**src/hdl/ntt_pkg.sv**
```systemverilog
// Shared types and constants of the modulo 998244353 transform block.
package ntt_pkg;

  localparam int CoeffW = 30;
  localparam logic [CoeffW-1:0] Modulus = 30'd998244353;
  // Primitive 2^23-th root of unity (3^119) and its inverse.
  localparam logic [CoeffW-1:0] RootFwd = 30'd15311432;
  localparam logic [CoeffW-1:0] RootInv = 30'd469870224;
  localparam int RootLevel = 23;
  // Width of log-size and stage counters (covers up to the root level).
  localparam int LogW = 5;
  // Barrett constant floor(2^60 / modulus).
  localparam logic [30:0] BarrettMu = 31'(64'd1152921504606846976 / 64'd998244353);
  // Modular multiplier latency in cycles.
  localparam int MulLat = 4;
  localparam int WaitW = $clog2(MulLat);

  // Configuration port.
  localparam int CfgIdxW = 1;
  localparam int CfgDataW = 4;
  localparam logic [CfgIdxW-1:0] CfgLogSize = 1'd0;
  localparam logic [CfgIdxW-1:0] CfgInverseDir = 1'd1;

  typedef enum logic [3:0] {
    StIdle,
    StRevChk,
    StRevRb,
    StRevWa,
    StRevWb,
    StRootInit,
    StRootSq,
    StRootWait,
    StBfRa,
    StBfRb,
    StBfMul,
    StBfMw,
    StBfWait,
    StBfWa,
    StBfWb
  } ctrl_state_e;

endpackage

```
**src/hdl/ntt_mulmod.sv**
```systemverilog
// Pipelined modular multiplier (Barrett reduction).
module ntt_mulmod (
  input  logic                      clk_i,
  input  logic [ntt_pkg::CoeffW-1:0] a_i,
  input  logic [ntt_pkg::CoeffW-1:0] b_i,
  output logic [ntt_pkg::CoeffW-1:0] p_o
);
  import ntt_pkg::*;

  logic [59:0]       prod_q;
  logic [61:0]       q2_q;
  logic [31:0]       x1_q, x2_q, qp_q;
  logic [CoeffW-1:0] res_q;
  logic [61:0]       qp_full;
  logic [31:0]       r0, r1, r2;

  assign qp_full = 62'(q2_q[61:31]) * 62'(Modulus);

  // Keep only the low word of the remainder: it stays below three moduli.
  always_comb begin
    r0 = x2_q - qp_q;
    r1 = (r0 >= 32'(Modulus)) ? r0 - 32'(Modulus) : r0;
    r2 = (r1 >= 32'(Modulus)) ? r1 - 32'(Modulus) : r1;
  end

  always_ff @(posedge clk_i) begin
    prod_q <= 60'(a_i) * 60'(b_i);
    q2_q   <= 62'(prod_q[59:29]) * 62'(BarrettMu);
    x1_q   <= prod_q[31:0];
    qp_q   <= qp_full[31:0];
    x2_q   <= x1_q;
    res_q  <= r2[CoeffW-1:0];
  end

  assign p_o = res_q;

endmodule

```
**config.mk**
```make
export PLATFORM = sky130hd
export DESIGN_NAME = ntt_mulmod
export DESIGN_NICKNAME = d
export VERILOG_FILES = /design/src/hdl/ntt_pkg.sv /design/src/hdl/ntt_mulmod.sv
export SDC_FILE = /design/constraint.sdc
export NUM_CORES = 2
export LEC_CHECK = 0
export BUFFER_PORTS_ARGS = -buffer_cell sky130_fd_sc_hd__buf_2
export CAP_MARGIN = 5
export CORE_MARGIN = 2
export CORE_UTILIZATION = 25
export DETAILED_ROUTE_END_ITERATION = 10
export GPL_TIMING_DRIVEN = 0
export PLACE_DENSITY_LB_ADDON = 0.15
export SYNTH_ARGS = -nofsm -noshare
export SYNTH_HDL_FRONTEND = slang
export SYNTH_SLANG_ARGS = --single-unit
```
**constraint.sdc**
```tcl
create_clock -name clk_i -period 12.8 [get_ports clk_i]
set_input_delay 2.56 -clock clk_i [delete_from_list [all_inputs] [get_ports clk_i]]
set_output_delay 2.56 -clock clk_i [all_outputs]
set_load 0.1 [all_outputs]
```
# == After elaboration in Yosys (flattened, before gate mapping) ==
# Index checks and enable logic that the tools add are counted.
# totals
reg_bits,248
latchBits,0
mem_bits_rw,0
mem_bits_ro,0
input_bits,61
out_inout_bits,30
elab_cells,16
memories,0
# classes
add_sub_neg,3
mul,3
n_div,0
order_cmp,2
eq_ne,0
shift,0
mux,2
bitwise,0
reduce_logical,0
# op_table
operator,n
32-bit by 30-bit greater-or-equal comparator with 1-bit output (second input constant),2
31-bit by 31-bit multiplier with 62-bit output (second input constant),1
30-bit by 30-bit multiplier with 60-bit output,1
31-bit by 30-bit multiplier with 32-bit output (second input constant),1
32-bit 2-to-1 mux,1
32-bit by 30-bit subtractor with 32-bit output (second input constant),1
32-bit subtractor,1
30-bit 2-to-1 mux,1
30-bit subtractor (second input constant),1

# == Logic depth before layout (Yosys ltp) ==
# depth
depth_word,5
depth_mapped,32
mapped_depth_nobuf,31

# == Least setup slack after synthesis ==
# OpenSTA, ideal clock, no wires.
# synth_timing
path_type,input-to-reg
from,in b_i[3] in the netlist's numbering
to,reg prod_q[59]
setup_ps,72
arrival_time_ps,9843
required_time_ps,12728
setup_slack_ps,2885
path_stages,30
path_buffers,1
path_cell_list,clkbuf_1 -> and2_1 -> fa_1 -> fa_1 -> fa_1 -> inv_1 -> fa_1 -> inv_1 -> fa_1 -> fa_1 -> fa_1 -> inv_1 -> fa_1 -> inv_1 -> ha_1 -> a21o_1 -> a21o_1 -> a21o_1 -> a21oi_1 -> a21boi_0 -> o31ai_1 -> a31oi_1 -> o311ai_0 -> a31oi_1 -> o21ai_0 -> a31oi_1 -> o21ai_0 -> a21o_1 -> a21oi_1 -> xnor2_1
# synth_between
elab_chain_len,1
# synth_rtl
item,line,rtl
"start, declared",ntt_mulmod.sv:5,"input logic [ntt_pkg::CoeffW-1:0] b_i,"
30-bit by 30-bit multiplier with 60-bit output,ntt_mulmod.sv:27,prod_q <= 60'(a_i) * 60'(b_i);
"end signal, assigned",ntt_mulmod.sv:27,
"end, declared",ntt_mulmod.sv:10,logic [59:0] prod_q;
# Every way passes these cells.

# == Final worst setup path ==
# layout_timing
from,in a_i[14] in the netlist's numbering
to,reg prod_q[59]
# layout_between
elab_chain_len,1
# layout_rtl
item,line,rtl
"start, declared",ntt_mulmod.sv:4,"input logic [ntt_pkg::CoeffW-1:0] a_i,"
30-bit by 30-bit multiplier with 60-bit output,ntt_mulmod.sv:27,
# Every way passes these cells.

==> reports/metrics.cfg <==
[outcome]
status = complete, no violations

[floorplanning]
boundaryPins = 91
die_area_um2 = 209000
core_area_um2 = 205000
die_w_um = 458
initial_core_util_pct = 25.1
die_h_um = 458
rows = 166

[logic_synthesis]
syn_inst = 5440
synth_fp_nets = 7263
yosys-top-cells-area = fa_1, ha_1, inv_1, dfxtp_1, and2_1
async_flop_share_pct = 0
synth_top_area_cell = fa_1
synth_cell_types = 92
dominantRegCellSynth = dfxtp_1
ys_seq_area_share_pct = 8.45
syn_area_um2 = 51400
avgSynthCellArea_um2 = 9.45
synthTopCellsByCount = inv_1, fa_1, ha_1, and2_1, nand2_1
synth_edf_count = 0
synth_most_common_cell = inv_1
ys_warn_count = 0
ys_ff_latch = 217
netlist.area_leader.share_pct = 40.8

[detailed_routing]
ant_nets = 0
routed_via_density = 4.38
wire_per_inst_um = 21.5
routed_wirelength_mm = 176
drc = 0
drt-initial-drc-count = 1971
dr.pass1.iters = 6
vias = 35900

[global_route]
grt_use_total_pct = 17.0
use_met1_pct = 23.9
met2_usage_pct = 28.5
grt_max_degree = 15
top_usage_layer = met2
gr-usage-met3_pct = 1.80
grt_pass1_vias = 39300
antenna_found_initial = 11
overflow = 0
grt_pass1_wl_mm = 264

[cts]
cts_max_level = 1
tritoncts = built
cts_buffer_depth = 3
clkSinkCount = 217
cts_inserted_buffers = 25
holdBufCountCts = 0
post_cts_buffers = 0
clock-root-buffer = clkbuf_16
clock_latency_ps = 560
cts.clk_slew.worst_paths_ps = 60
ctsResizeCount = 0

[sta]
timing_hold_violations_final = 0
period_minus_slack_ps = 11450
max_slew_margin_pct = 19.6
grt_setup_unrepaired = false
setup_viol = 0
clock_skew_ps = 29.4
fin_crit_sh_pct = 89.4
drv_slew = 0
worstMarginPinSlew_ps = 1210
max_freq_ghz = 0.0873
tns_ps = 0

[hold_path]
min_path_type = flop to flop
hp-start = x1_q[30]
min_to = x2_q[30]
holdPathStages = 0

[setup_path]
r2r-start = prod_q[38]
crit_arrival_ps = 11900
rrSetupSlack_ps = 3160
cp_max_fo = 10
critPathSlowestCell = clkbuf_1
critPathLaunch = a_i[14]
r2r_cells = 28
max_stage_delay_ps = 820
crit_top_cell = fa_1
required_ps = 13250
r2r-end = q2_q[61]
worst_setup_path_start_kind = primary input
critPathKind = primary input to flop
endpoint_kind = flop

[final_layout]
areaGrowthSynthToFinish_pct = 8.48
drive_gt1_share_pct = 2.12
fillers = 22000
nets = 7320

[place]
hpwl_mm = 149
gp_congestion = 0.855
numPortBuffers = 30

[run]
cap_violations = 0

critical path, delay by kind of cell:
family                     cells  cell delay [ps]
xor gates and xnor gates       1              120
buffers and inverters          5             1060
and+or+nand+nor                4              780
adders and majority gates      9             4450
AOI/OAI and AO/OA              9             2930
area by class of cell:
class / instances / area, um^2 / area share [%]
Clock buffer: 30 / 664 / 1.19
Tap cell: 2688 / 3360 / 6.03
Inverter: 1281 / 4810 / 8.62
Timing Repair Buffer: 30 / 150 / 0.269
Multi-Input combinational cell: 3722 / 41400 / 74.3
Antenna cell: 4 / 10.0 / 0.0179
Clock inverter: 13 / 171 / 0.307
Sequential cell: 217 / 4340 / 7.79
Buffer: 220 / 845 / 1.51
layout by cell type, fill, tap and decap left out, drive strengths merged, types with 15 or more instances in the layout:
cell / n
a21oi: 142
nor3: 37
o21ai: 73
a31oi: 15
ha: 714
a21o: 46
buf: 42
xnor2: 127
nand4: 28
and2: 554
fa: 1048
inv: 1284
clkbuf: 238
a211oi: 19
nand2: 445
and3: 17
nor2: 116
xor2: 41
dfxtp: 217
o21a: 32
o21bai: 24
nand3: 55
nor2b: 15
sequential cells by signal, indices dropped and copies added, names as in the netlist:
signal	cells
x2_q	32
p_o	30
prod_q	60
qp_q	32
x1_q	32
q2_q	31
logic make-up after synthesis:
logic type | share of synthesized area, %
AOI/OAI and AO/OA | 6.04
adders and majority gates | 58.2
buffers and inverters | 11.0
muxes | 0.0778
DFF | 8.45
xor gates and xnor gates | 2.86
and+or+nand+nor | 13.4
routing by layer:
layer  wire length (um)  vias to the layer above
met5                  0                        -
met4               3370                        0
met3               7070                      131
met2              82700                      684
met1              83400                    18500
li1                   -                    16700
worst max path at each step:
stage / to / slack (ps)
after floorplan: prod_q[59] / 2880
after global placement: prod_q[59] / 600
after detailed placement: prod_q[59] / 660
after CTS: prod_q[59] / 1250
after global routing: prod_q[59] / 850
final: prod_q[59] / 1350
through the flow:
stage                     setup slack [ps]  hold slack (ps)  cell area, um^2  utilization (%)  cells
final                                 1350              322            55800             27.3   8205
after global routing                   854              329            55800             27.3   8201
after CTS                             1250              320            55800             27.3   8201
after detailed placement               656              312            54900             26.9   8158
after global placement                 604              311            54900             26.9   8158
after floorplan                       2880              310            51400                -   5440
Power is not shown: default switching activity piles up to over one toggle a cycle in this logic, so the estimate is an artifact.
